<file path="src/hw/rtl/mbcd_pkg.sv">
// Shared types and constants for the multibyte character decoder and classifier.
`timescale 1ns / 1ps
package mbcd_pkg;

	localparam int ByteW  = 8;
	localparam int CodeW  = 21;
	localparam int ClassW = 3;
	localparam int AddrW  = 3;
	localparam int DataW  = 32;

	// Register index of the encoding select, taken from the word address.
	localparam logic REG_ENCODING = 1'b0;

	typedef enum logic [1:0] {
		ENC_UTF8 = 2'd0,
		ENC_EUC  = 2'd1,
		ENC_SJIS = 2'd2,
		ENC_RSVD = 2'd3
	} enc_t;

	typedef enum logic [ClassW-1:0] {
		CLS_OTHER = 3'd0,
		CLS_DIGIT = 3'd1,
		CLS_ROMAN = 3'd2,
		CLS_HIRA  = 3'd3,
		CLS_KATA  = 3'd4,
		CLS_KANJI = 3'd5
	} class_t;

	// Character being gathered: partial code point or the two-byte lead byte.
	typedef struct packed {
		logic [CodeW-1:0] held;
		logic [1:0]       needed;
	} gather_t;

	// Outcome of one byte step.
	typedef struct packed {
		logic             emit;
		logic [CodeW-1:0] code;
		logic             malformed;
		logic             last;
	} dec_t;

endpackage

</file>
<file path="src/hw/rtl/mbcd_if.sv">
// Byte request channel and character result channel interfaces.
`timescale 1ns / 1ps
interface mbcd_in_if import mbcd_pkg::*; ();
	logic             valid;
	logic             ready;
	logic [ByteW-1:0] in_byte;
	logic             end_of_text;

	modport source (output valid, in_byte, end_of_text, input ready);
	modport sink (input valid, in_byte, end_of_text, output ready);
endinterface

interface mbcd_out_if import mbcd_pkg::*; ();
	logic              valid;
	logic              ready;
	logic [CodeW-1:0]  char_code;
	logic [ClassW-1:0] char_class;
	logic              malformed;
	logic              last;

	modport source (output valid, char_code, char_class, malformed, last, input ready);
	modport sink (input valid, char_code, char_class, malformed, last, output ready);
endinterface

</file>
<file path="src/hw/rtl/mbcd_decode.sv">
// Byte step of the UTF-8, EUC and Shift-JIS character gatherer.
`timescale 1ns / 1ps
module mbcd_decode import mbcd_pkg::*; (
	input  enc_t             enc,
	input  logic [ByteW-1:0] in_byte,
	input  logic             eot,
	input  gather_t          cur,
	output gather_t          nxt,
	output dec_t             dec
);

	logic [CodeW-1:0] cont;
	logic             two_byte;

	assign two_byte = (enc == ENC_EUC) || (enc == ENC_SJIS);
	assign cont     = {cur.held[14:0], in_byte[5:0]};

	always_comb begin
		nxt = cur;
		dec = '0;
		if (two_byte) begin
			if (cur.needed == 2'd0) begin
				if (in_byte < 8'h80 ||
				    (enc == ENC_SJIS && in_byte inside {[8'hA0:8'hDF]})) begin
					dec.emit = 1'b1;
					dec.code = {13'd0, in_byte};
				end else if (eot) begin
					dec.emit      = 1'b1;
					dec.malformed = 1'b1;
				end else begin
					nxt.held   = {13'd0, in_byte};
					nxt.needed = 2'd1;
				end
			end else begin
				// Second byte is taken whatever its value.
				dec.emit = 1'b1;
				dec.code = {5'd0, cur.held[7:0], in_byte};
				nxt      = '0;
			end
		end else begin
			if (cur.needed == 2'd0) begin
				if (in_byte < 8'h80) begin
					dec.emit = 1'b1;
					dec.code = {13'd0, in_byte};
				end else if (in_byte >= 8'hF8 || eot) begin
					dec.emit      = 1'b1;
					dec.malformed = 1'b1;
				end else if (in_byte >= 8'hF0) begin
					nxt.held   = {18'd0, in_byte[2:0]};
					nxt.needed = 2'd3;
				end else if (in_byte >= 8'hE0) begin
					nxt.held   = {17'd0, in_byte[3:0]};
					nxt.needed = 2'd2;
				end else begin
					// Stray continuation bytes lead a two-byte sequence.
					nxt.held   = {16'd0, in_byte[4:0]};
					nxt.needed = 2'd1;
				end
			end else if (in_byte[7:6] != 2'b10) begin
				dec.emit      = 1'b1;
				dec.malformed = 1'b1;
				nxt           = '0;
			end else if (cur.needed == 2'd1) begin
				dec.emit = 1'b1;
				dec.code = cont;
				nxt      = '0;
			end else begin
				nxt.held   = cont;
				nxt.needed = cur.needed - 2'd1;
				if (eot) begin
					dec.emit      = 1'b1;
					dec.malformed = 1'b1;
				end
			end
		end
		dec.last = eot;
		if (dec.emit && eot) begin
			nxt = '0;
		end
	end

endmodule

</file>
<file path="src/hw/rtl/mbcd_classify.sv">
// Character class lookup for code points and packed two-byte codes.
`timescale 1ns / 1ps
module mbcd_classify import mbcd_pkg::*; (
	input  enc_t             enc,
	input  logic [CodeW-1:0] code,
	output class_t           cls
);

	logic [ByteW-1:0] hi;
	logic [ByteW-1:0] lo;

	assign hi = code[15:8];
	assign lo = code[7:0];

	always_comb begin
		cls = CLS_OTHER;
		case (enc)
			ENC_EUC: begin
				if (lo inside {[8'h30:8'h39]} || (hi == 8'hA3 && lo inside {[8'hB0:8'hB9]}))
					cls = CLS_DIGIT;
				else if (lo inside {[8'h41:8'h5A], [8'h61:8'h7A]} ||
				         (hi == 8'hA3 && lo inside {[8'hC1:8'hDA], [8'hE1:8'hFA]}))
					cls = CLS_ROMAN;
				else if (hi == 8'hA4 && lo inside {[8'hA1:8'hF3]})
					cls = CLS_HIRA;
				else if ((hi == 8'hA5 && lo inside {[8'hA1:8'hF6]}) ||
				         (hi == 8'hA1 && lo == 8'hBC) || hi == 8'h8E)
					cls = CLS_KATA;
				else if (hi inside {[8'hB0:8'hF4]})
					cls = CLS_KANJI;
			end
			ENC_SJIS: begin
				if ((hi == 8'h00 && lo inside {[8'h30:8'h39]}) ||
				    (hi == 8'h82 && lo inside {[8'h4F:8'h58]}))
					cls = CLS_DIGIT;
				else if ((hi == 8'h00 && lo inside {[8'h41:8'h5A], [8'h61:8'h7A]}) ||
				         (hi == 8'h82 && lo inside {[8'h60:8'h79], [8'h81:8'h9A]}))
					cls = CLS_ROMAN;
				else if (hi == 8'h82 && lo inside {[8'h9F:8'hF1]})
					cls = CLS_HIRA;
				else if ((hi == 8'h83 && lo inside {[8'h40:8'h96]}) ||
				         (hi == 8'h81 && lo == 8'h5B) ||
				         (hi == 8'h00 && lo inside {[8'hA6:8'hDF]}))
					cls = CLS_KATA;
				else if (hi inside {[8'h88:8'h9F], [8'hE0:8'hEA]})
					cls = CLS_KANJI;
			end
			default: begin
				if (code inside {[21'h41:21'h5A], [21'h61:21'h7A],
				                 [21'hFF21:21'hFF3A], [21'hFF41:21'hFF5A]})
					cls = CLS_ROMAN;
				else if (code inside {[21'h3040:21'h3096]})
					cls = CLS_HIRA;
				else if ((code inside {[21'h30A0:21'h30FF]} && code != 21'h30FB) ||
				         code inside {[21'hFF66:21'hFF9F]})
					cls = CLS_KATA;
				else if (code inside {[21'h30:21'h39], [21'hFF10:21'hFF19]})
					cls = CLS_DIGIT;
				else if (code inside {[21'h3400:21'h4DBF], [21'h4E00:21'h9FFF],
				                      [21'hF900:21'hFAFF], [21'h20000:21'h2A6DF],
				                      [21'h2A700:21'h2B81F], [21'h2F800:21'h2FA1F]})
					cls = CLS_KANJI;
			end
		endcase
	end

endmodule

</file>
<file path="src/hw/rtl/multibyte_char_decode_classify.sv">
// Top level of the multibyte character decoder and classifier.
// Usage:
//   in_ch carries one text byte per request with an end_of_text flag. out_ch
//   carries one result per completed character: code, class, a malformed flag
//   and last, which marks the result that ends the text. Bytes that only add
//   to a character in progress give no result.
//   The encoding register (byte address 0 of the APB port) selects UTF-8, EUC
//   or Shift-JIS. Writing it drops any partly gathered character; write it only
//   while no byte is in flight.
// Timing:
//   A byte accepted into the input register is decoded and classified
//   combinationally; its result is registered when the byte advances. One
//   byte is taken every cycle while out_ch is not stalled; the rate is set by
//   the input register feeding the combinational decode and class logic.
// Reset and stalls:
//   arst_n clears the encoding to UTF-8, the gathered character and both
//   valid flags. While out_ch is stalled the result register holds and one
//   more byte is parked in the input register; in_ch.ready then drops.
`timescale 1ns / 1ps
module multibyte_char_decode_classify import mbcd_pkg::*; (
	input  logic             clk,
	input  logic             arst_n,
	mbcd_in_if.sink          in_ch,
	mbcd_out_if.source       out_ch,
	input  logic             psel,
	input  logic             penable,
	input  logic             pwrite,
	input  logic [AddrW-1:0] paddr,
	input  logic [DataW-1:0] pwdata,
	output logic [DataW-1:0] prdata,
	output logic             pready
);

	enc_t             enc_q;
	gather_t          gather_q;
	gather_t          gather_nxt;
	dec_t             dec;
	class_t           cls;
	logic             cfg_wr;

	logic             valid_s1;
	logic [ByteW-1:0] byte_s1;
	logic             eot_s1;

	logic             valid_s2;
	logic [CodeW-1:0] code_s2;
	class_t           class_s2;
	logic             bad_s2;
	logic             last_s2;

	logic             advance;

	assign pready = 1'b1;
	assign cfg_wr = psel && penable && pwrite && pready && (paddr[2] == REG_ENCODING);
	assign prdata = (paddr[2] == REG_ENCODING) ? {{(DataW-2){1'b0}}, enc_q} : '0;

	assign advance     = valid_s1 && (!valid_s2 || out_ch.ready);
	assign in_ch.ready = !valid_s1 || advance;

	always_ff @(posedge clk or negedge arst_n) begin
		if (!arst_n) begin
			enc_q    <= ENC_UTF8;
			gather_q <= '0;
		end else if (cfg_wr) begin
			enc_q    <= enc_t'(pwdata[1:0]);
			gather_q <= '0;
		end else if (advance) begin
			gather_q <= gather_nxt;
		end
	end

	always_ff @(posedge clk or negedge arst_n) begin
		if (!arst_n) begin
			valid_s1 <= 1'b0;
		end else if (in_ch.ready) begin
			valid_s1 <= in_ch.valid;
		end
	end

	always_ff @(posedge clk) begin
		if (in_ch.ready && in_ch.valid) begin
			byte_s1 <= in_ch.in_byte;
			eot_s1  <= in_ch.end_of_text;
		end
	end

	mbcd_decode u_decode (
		.enc     (enc_q),
		.in_byte (byte_s1),
		.eot     (eot_s1),
		.cur     (gather_q),
		.nxt     (gather_nxt),
		.dec     (dec)
	);

	mbcd_classify u_classify (
		.enc  (enc_q),
		.code (dec.code),
		.cls  (cls)
	);

	always_ff @(posedge clk or negedge arst_n) begin
		if (!arst_n) begin
			valid_s2 <= 1'b0;
		end else if (advance) begin
			valid_s2 <= dec.emit;
		end else if (out_ch.ready) begin
			valid_s2 <= 1'b0;
		end
	end

	always_ff @(posedge clk) begin
		if (advance && dec.emit) begin
			code_s2  <= dec.code;
			class_s2 <= dec.malformed ? CLS_OTHER : cls;
			bad_s2   <= dec.malformed;
			last_s2  <= dec.last;
		end
	end

	assign out_ch.valid      = valid_s2;
	assign out_ch.char_code  = code_s2;
	assign out_ch.char_class = class_s2;
	assign out_ch.malformed  = bad_s2;
	assign out_ch.last       = last_s2;

	// A register write always leaves the gatherer idle.
	a_cfg_clears: assert property (@(posedge clk) disable iff (!arst_n)
		cfg_wr |=> gather_q.needed == 2'd0)
		else $error("gatherer not idle after encoding write");

	// The end of the text always gives a result and leaves the gatherer idle.
	a_eot_result: assert property (@(posedge clk) disable iff (!arst_n)
		advance && eot_s1 && !cfg_wr |=> valid_s2 && last_s2 && gather_q.needed == 2'd0)
		else $error("end of text did not close the character");

	// A held byte with a stalled result register blocks new requests.
	a_backpressure: assert property (@(posedge clk) disable iff (!arst_n)
		valid_s1 && valid_s2 && !out_ch.ready |-> !in_ch.ready)
		else $error("request taken while both stages are full");

	// A malformed result always reports the empty code.
	a_bad_code: assert property (@(posedge clk) disable iff (!arst_n)
		valid_s2 && bad_s2 |-> code_s2 == '0 && class_s2 == CLS_OTHER)
		else $error("malformed result carries a code");

endmodule
</file>
<file path="src/flat_wrapper.sv">
// flat-port wrapper written by rule: the top's interface ports become plain ports
module multibyte_char_decode_classify_flat import mbcd_pkg::*;
  (clk, arst_n, psel, penable, pwrite, paddr, pwdata, prdata, pready, in_ch_valid, in_ch_in_byte, in_ch_end_of_text, in_ch_ready, out_ch_valid, out_ch_char_code, out_ch_char_class, out_ch_malformed, out_ch_last, out_ch_ready);
  mbcd_in_if in_ch_i ();
  mbcd_out_if out_ch_i ();
  input  logic clk;
  input  logic arst_n;
  input  logic psel;
  input  logic penable;
  input  logic pwrite;
  input  logic [AddrW-1:0] paddr;
  input  logic [DataW-1:0] pwdata;
  output logic [DataW-1:0] prdata;
  output logic pready;
  input wire logic [$bits(in_ch_i.valid)-1:0] in_ch_valid;
  input wire logic [$bits(in_ch_i.in_byte)-1:0] in_ch_in_byte;
  input wire logic [$bits(in_ch_i.end_of_text)-1:0] in_ch_end_of_text;
  output wire logic [$bits(in_ch_i.ready)-1:0] in_ch_ready;
  output wire logic [$bits(out_ch_i.valid)-1:0] out_ch_valid;
  output wire logic [$bits(out_ch_i.char_code)-1:0] out_ch_char_code;
  output wire logic [$bits(out_ch_i.char_class)-1:0] out_ch_char_class;
  output wire logic [$bits(out_ch_i.malformed)-1:0] out_ch_malformed;
  output wire logic [$bits(out_ch_i.last)-1:0] out_ch_last;
  input wire logic [$bits(out_ch_i.ready)-1:0] out_ch_ready;
  assign in_ch_i.valid = in_ch_valid;
  assign in_ch_i.in_byte = in_ch_in_byte;
  assign in_ch_i.end_of_text = in_ch_end_of_text;
  assign in_ch_ready = in_ch_i.ready;
  assign out_ch_valid = out_ch_i.valid;
  assign out_ch_char_code = out_ch_i.char_code;
  assign out_ch_char_class = out_ch_i.char_class;
  assign out_ch_malformed = out_ch_i.malformed;
  assign out_ch_last = out_ch_i.last;
  assign out_ch_i.ready = out_ch_ready;
  multibyte_char_decode_classify u_core (.clk(clk), .arst_n(arst_n), .in_ch(in_ch_i), .out_ch(out_ch_i), .psel(psel), .penable(penable), .pwrite(pwrite), .paddr(paddr), .pwdata(pwdata), .prdata(prdata), .pready(pready));
endmodule
</file>
<file path="config.mk">
export PLATFORM = sky130hd
export DESIGN_NAME = multibyte_char_decode_classify_flat
export DESIGN_NICKNAME = d
export VERILOG_FILES = /design/src/hw/rtl/mbcd_pkg.sv /design/src/hw/rtl/mbcd_if.sv /design/src/hw/rtl/mbcd_decode.sv /design/src/hw/rtl/mbcd_classify.sv /design/src/hw/rtl/multibyte_char_decode_classify.sv /design/src/flat_wrapper.sv
export SDC_FILE = /design/constraint.sdc
export NUM_CORES = 1
export LEC_CHECK = 0
export ABC_AREA = 1
export ABC_CLOCK_PERIOD_IN_PS = 2300
export BUFFER_PORTS_ARGS = -buffer_cell sky130_fd_sc_hd__buf_2
export CORE_MARGIN = 4
export CORE_UTILIZATION = 36
export CTS_CLUSTER_SIZE = 16
export DETAILED_ROUTE_END_ITERATION = 6
export MAX_ROUTING_LAYER = met4
export SLEW_MARGIN = 20
export SYNTH_ARGS = -nofsm -noshare
export SYNTH_HDL_FRONTEND = slang
export SYNTH_SLANG_ARGS = --single-unit
</file>
<file path="constraint.sdc">
create_clock -name clk -period 2.3 [get_ports clk]
set_input_delay 0.23 -clock clk [delete_from_list [all_inputs] [get_ports clk]]
set_output_delay 0.23 -clock clk [all_outputs]
set_load 0.02 [all_outputs]
</file>
### Word-level counts from Yosys, hierarchy flattened

Cells that the tools add are included.

* input bits: 51
* output and inout port bits: 61
* logic and storage cells: 235
* bits in registers: 56

* multiplexer cells: 51
* eq/ne operators: 19
* $lt $le $gt $ge: 69
* add/sub/neg operators: 1
* reduce and logical (&&, ||, !) cells: 83
* bitwise gates (word level): 1

Operators by type and width (count)
* $mux 17: 12
* $le 21x16->1 const B: 6
* $ge 8x8->1 const B: 14
* $ge 21x16->1 const B: 5
* $le 8x8->1 const B: 13
* $eq 8x8->1 const B: 9
* $ge 21x14->1 const B: 3
* $ge 21x18->1 const B: 3
* $le 21x18->1 const B: 3
* $logic_and 1x1->1: 55
* $mux 23: 2
* $mux 3: 15
* $ge 21x7->1 const B: 2
* $le 21x14->1 const B: 2
* $le 21x7->1 const B: 2
* $mux 21: 2
* $ge 8x7->1 const B: 5
* $le 8x7->1 const B: 4
* $mux 22: 1
* $ge 21x15->1 const B: 1
* $ge 21x6->1 const B: 1
* $le 21x15->1 const B: 1
* $le 21x6->1 const B: 1
* $ne 21x14->1 const B: 1
* other kinds (24): 61

### Longest topological paths before layout

* depth after elaboration: 17
* mapped depth: 22
* depth with buffers taken out: 21

### Cells and area by module

From an unflattened synthesis, not the netlist that was laid out.

* cells, all modules: 851
* area, all modules: 5580.4 sq um

Modules (own cells, without submodules)
* multibyte_char_decode_classify: area an instance 2601.2 sq um, seq. area each 1726.7 sq um, instances 1, cells an instance 206
* mbcd_classify: area an instance 1767.9 sq um, seq. area each 0.0 sq um, instances 1, cells an instance 390
* mbcd_decode: area an instance 1211.2 sq um, seq. area each 0.0 sq um, instances 1, cells an instance 255

### Worst setup path after synthesis

No wires, ideal clock.

* path kind: register -> register
* from: register u_core.enc_q[0]
* to: register u_core.class_s2[1] (netlist: u_core.out_ch.char_class[1]), data pin
* required time: 2.048 ns
* library setup time: 0.252 ns
* path slack: -0.224 ns
* stages on the path, launching flop included: 18
* period minus slack after synthesis: 2.524 ns
* buffers on the path: 1
* arrival time: 2.272 ns
* cells stage by stage: dfrtp_1 > inv_1 > ha_1 > inv_2 > buf_6 > nand2_4 > o22ai_4 > nand3_4 > nor2_4 > nand2_1 > nor2_2 > nand3_1 > nand2_1 > nand2_1 > nand2_1 > nand4_1 > nand2_1 > nand2_1

RTL lines
* start: declaration: RTL line multibyte_char_decode_classify.sv:34 `enc_t enc_q;`
* start signal: assignment: RTL line multibyte_char_decode_classify.sv:65 `enc_q <= enc_t'(pwdata[1:0]);`
* end signal: assignment: RTL line multibyte_char_decode_classify.sv:115 `class_s2 <= dec.malformed ? CLS_OTHER : cls;`
* end: declaration: RTL line multibyte_char_decode_classify.sv:47 `class_t class_s2;`

### Worst setup path after layout

* from: register u_core.enc_q[0]
* to: register u_core.class_s2[2] (netlist: u_core.out_ch.char_class[2]), data pin

* word-level cells in the longest chain between the ends: 16
* elaborated cells on any way between the ends: 163
* classes of those cells: order compare: 63; eq/ne: 13; mux: 21; reduce/logical: 66

RTL lines
* branches (longest 16 deep; another with $ge 21x14->1)

Several ways; the timed one is not identified.
A chain may end at the register's enable or synchronous reset.

==> results by group <==
Run status
  • Status: complete, but fails checks
  • Failing checks: negative setup slack

STA
  • Final hold vios: 0
  • Setup TNS: -1.13 ns
  • Worst setup margin: -0.405 ns
  • Relative slew slack: 65.8%
  • Fin crit share: 118%
  • Hold_ws: 0.0982 ns
  • Finish-stage setup viols: 3
  • RSZ-0062 raised after global routing: yes
  • Final Max Slew Viols: 0
  • Slew @ Worst Pin: 0.508 ns
  • Crit path time final: 2.70 ns
  • Clock skew: 0.00666 ns
  • Fmax: 370 MHz

Clock tree
  • CTS Buf Count: 5
  • Clock Latency Late Sink: 0.31 ns
  • # clock sinks: 56
  • H-tree depth: 2
  • Clk buf depth: 2
  • CTS Root Cell: clkbuf_16
  • CTS tree: yes
  • Clk slew on worst S/H paths: 0.08 ns

Layout
  • Fill count: 1199
  • Area grow syn2layout: 57.0%
  • Sequential cell area: 1580 µm²
  • Area of the multi-input gates: 3050 µm²
  • Fin nets: 977
  • Share of cells above drive strength 1: 44.5%
  • N_diodes: 0

Worst setup path
  • CP max FO: 7
  • CP required: 2.37 ns
  • Reg2reg path depth: 17
  • Type of origin of the critical path: flop
  • CP endpoint kind: flop
  • Worst endpoint data arrival time: 2.77 ns
  • Crit path kind: flop to flop

Global route
  • Initial antenna violation count: 0
  • Number of global-route vias before repair: 5231
  • GRT Util Overall: 23.6%
  • GRT overflow: 0
  • First-pass GRT wire length: 26400 µm
  • Largest net degree at the start of global routing: 22

Floorplanning
  • Die H: 121 µm
  • Cell Rows: 41
  • Chip Width: 121 µm
  • Core ar.: 12600 µm²
  • Starting density of the core: 36.7%
  • Full die area: 14700 µm²
  • Num ports: 112

Synthesis
  • Synth warn: 0
  • Seq/Total Area, Yosys: 34.2%
  • Netlist Area Pre-Place: 4620 µm²
  • Synthesis-stage register bit count: 56
  • Yosys cell types: 42
  • Post-Synthesis Cells: 676
  • Synthesized area per cell: 6.83 µm²

Pwr
  • Pwr Density: 928 nW/µm²
  • Sw Pwr: 0.00300 W
  • Clock network fraction of design power: 11.7%
  • Internal power: 0.00372 W
  • Total power: 0.00672 W
  • Worst VDD drop: 634 µV
  • Pleak: 3.46 nW
  • Sequential share of power: 22.6%
  • Net switching fraction of the power: 44.7%
  • Gate power share: 65.7%

Placed design
  • Worst slack at placement: -0.499 ns
  • Final GP Congestion: 1.01
  • Port buffer count: 48
  • Dpl hpwl: 13100 µm

Detailed routing
  • Drt first-iter violations: 349
  • Vias per cell: 4.90
  • DRC: 0
  • Final WL: 16800 µm
  • WL per Instance: 15.3 µm
  • Antenna viol nets, final: 0
  • First-pass DRT Iterations: 5
  • Vias: 5363

Min path
  • Tightest Hold Check Type: primary input to flop
  • Hold Path Depth: 1

Flow run
  • # Max-Cap Violations: 0
[repair_timing]
action | CTS | global route
gates resized for setup | 102 | 57
hold buffers | 1 | 0
setup endpoints to repair | 12 | 20
pin swaps | 51 | 28
buffers inserted | 23 | 9
endpoints found under the hold margin | 21 | 0
[cells in the final DEF, fill, tap and decap left out, types with 4 or more instances in the layout]
cell type,n
a21oi_1,10
nand4_1,23
nor2_1,52
o21ai_1,12
buf_12,6
inv_2,20
a21oi_4,4
nand3_1,48
inv_1,63
nor3_1,10
nor2_4,28
nor2_2,24
o22ai_1,7
nand2_2,32
nand3_4,5
o21ai_0,20
buf_2,48
edfxtp_1,35
nand3_2,12
o21ai_2,5
buf_4,175
buf_6,20
o211ai_1,4
nand2_1,157
conb_1,31
clkbuf_16,5
nand2_4,7
dfrtp_1,21
[final cells by class]
cell class,instances,share of cell area [%]
Multi-Input combinational cell,522,42.2
Timing Repair Buffer,251,26.6
Sequential cell,56,21.8
Inverter,86,4.59
Tap cell,172,2.97
Clock buffer,6,1.78
Clock inverter,2,0.190
[layer usage]
layer	wire (µm)	vias up	track usage (%)
met1	7250	2485	29.7
met2	8110	187	38.6
met4	510	0	7.84
met5	0	-	-
li1	-	2657	-
met3	892	34	4.10
[per-stage QoR]
step	cell area, µm²	std cells	util, %
finish	7250	1095	57.7
global route	7250	1095	57.7
CTS	6980	1086	55.5
detailed placement	6240	1054	49.7
global placement	6240	1054	49.7
floorplan	4780	705	-
[power groups by stage]
stage	Combinational [W]	Clock (W)	Sequential, W
2_1_floorplan	0.00177	0	0.00174
3_3_place_gp	0.00366	0	0.00152
3_5_place_dp	0.00367	0	0.00153
4_1_cts	0.00418	0.000811	0.00152
5_1_grt	0.00478	0.000849	0.00155
6_report	0.00442	0.000787	0.00152
[critical path, stage by stage, from the launching register on]
cell	delay (ns)
dfrtp_1	0.37
inv_2	0.06
ha_4	0.35
inv_8	0.06
buf_4	0.14
nor2_4	0.20
a21oi_4	0.10
buf_4	0.16
nor2_4	0.14
buf_4	0.12
nor3_1	0.04
a21oi_1	0.19
buf_4	0.16
nand4_1	0.09
nand2_1	0.09
nand2_1	0.05
nand2_1	0.09
nand2_1	0.06
[cells in the mapped netlist (all sizes together)]
library cell  count  share of area, %
nor3             14               1.8
nand3            65               7.9
inv              85               6.9
conb              2              0.16
nor2            104               9.9
nor3b             2              0.33
nand3b            3              0.49
o41ai             1              0.19
o211ai            4              0.65
o21bai            1              0.16
and3              2              0.27
clkbuf            3              0.24
nand4            23               3.1
buf              38               6.2
o221ai            3              0.57
ha                4               1.1
o22ai            10               1.9
o21a              1              0.16
a21boi            2              0.33
o21ai            38               4.4
a21oi            16               2.4
edfxtp           35                23
dfrtp            21                11
a31oi             1              0.14
nand2           197                16
clkinv            1             0.081
[path summary, 6_finish.rpt]
kind                                     start                     endpoint  slack (ns)
hold / removal                in_ch_in_byte[6]            u_core.byte_s1[6]         0.1
setup / recovery               u_core.enc_q[0]  u_core.out_ch.char_class[2]       -0.40
max in group asynchronous               arst_n          u_core.gather_q[14]        1.55
hold reg to reg            u_core.gather_q[13]          u_core.gather_q[13]        0.51
setup reg to reg               u_core.enc_q[0]  u_core.out_ch.char_class[2]       -0.40
min in group asynchronous               arst_n           u_core.gather_q[1]        0.42
[state kept, by name, indices dropped and copies added (netlist names)]
| register | count |
|---|---|
| u_core.enc_q | 2 |
| u_core.out_ch.valid | 1 |
| u_core.valid_s1 | 1 |
| u_core.byte_s1 | 8 |
| u_core.out_ch.malformed | 1 |
| u_core.out_ch.last | 1 |
| u_core.gather_q | 17 |
| u_core.eot_s1 | 1 |
| u_core.out_ch.char_code | 21 |
| u_core.out_ch.char_class | 3 |
[logic make-up after synthesis]
logic type                 after synthesis  synth area share (%)
buffers and inverters                  127                  13.4
DFF                                     56                  34.2
other                                    2                 0.163
AOI/OAI and AO/OA                       77                  10.9
and+or+nand+nor                        410                  40.3
adders and majority gates                4                  1.08
Power figures use the tool's default switching activity.
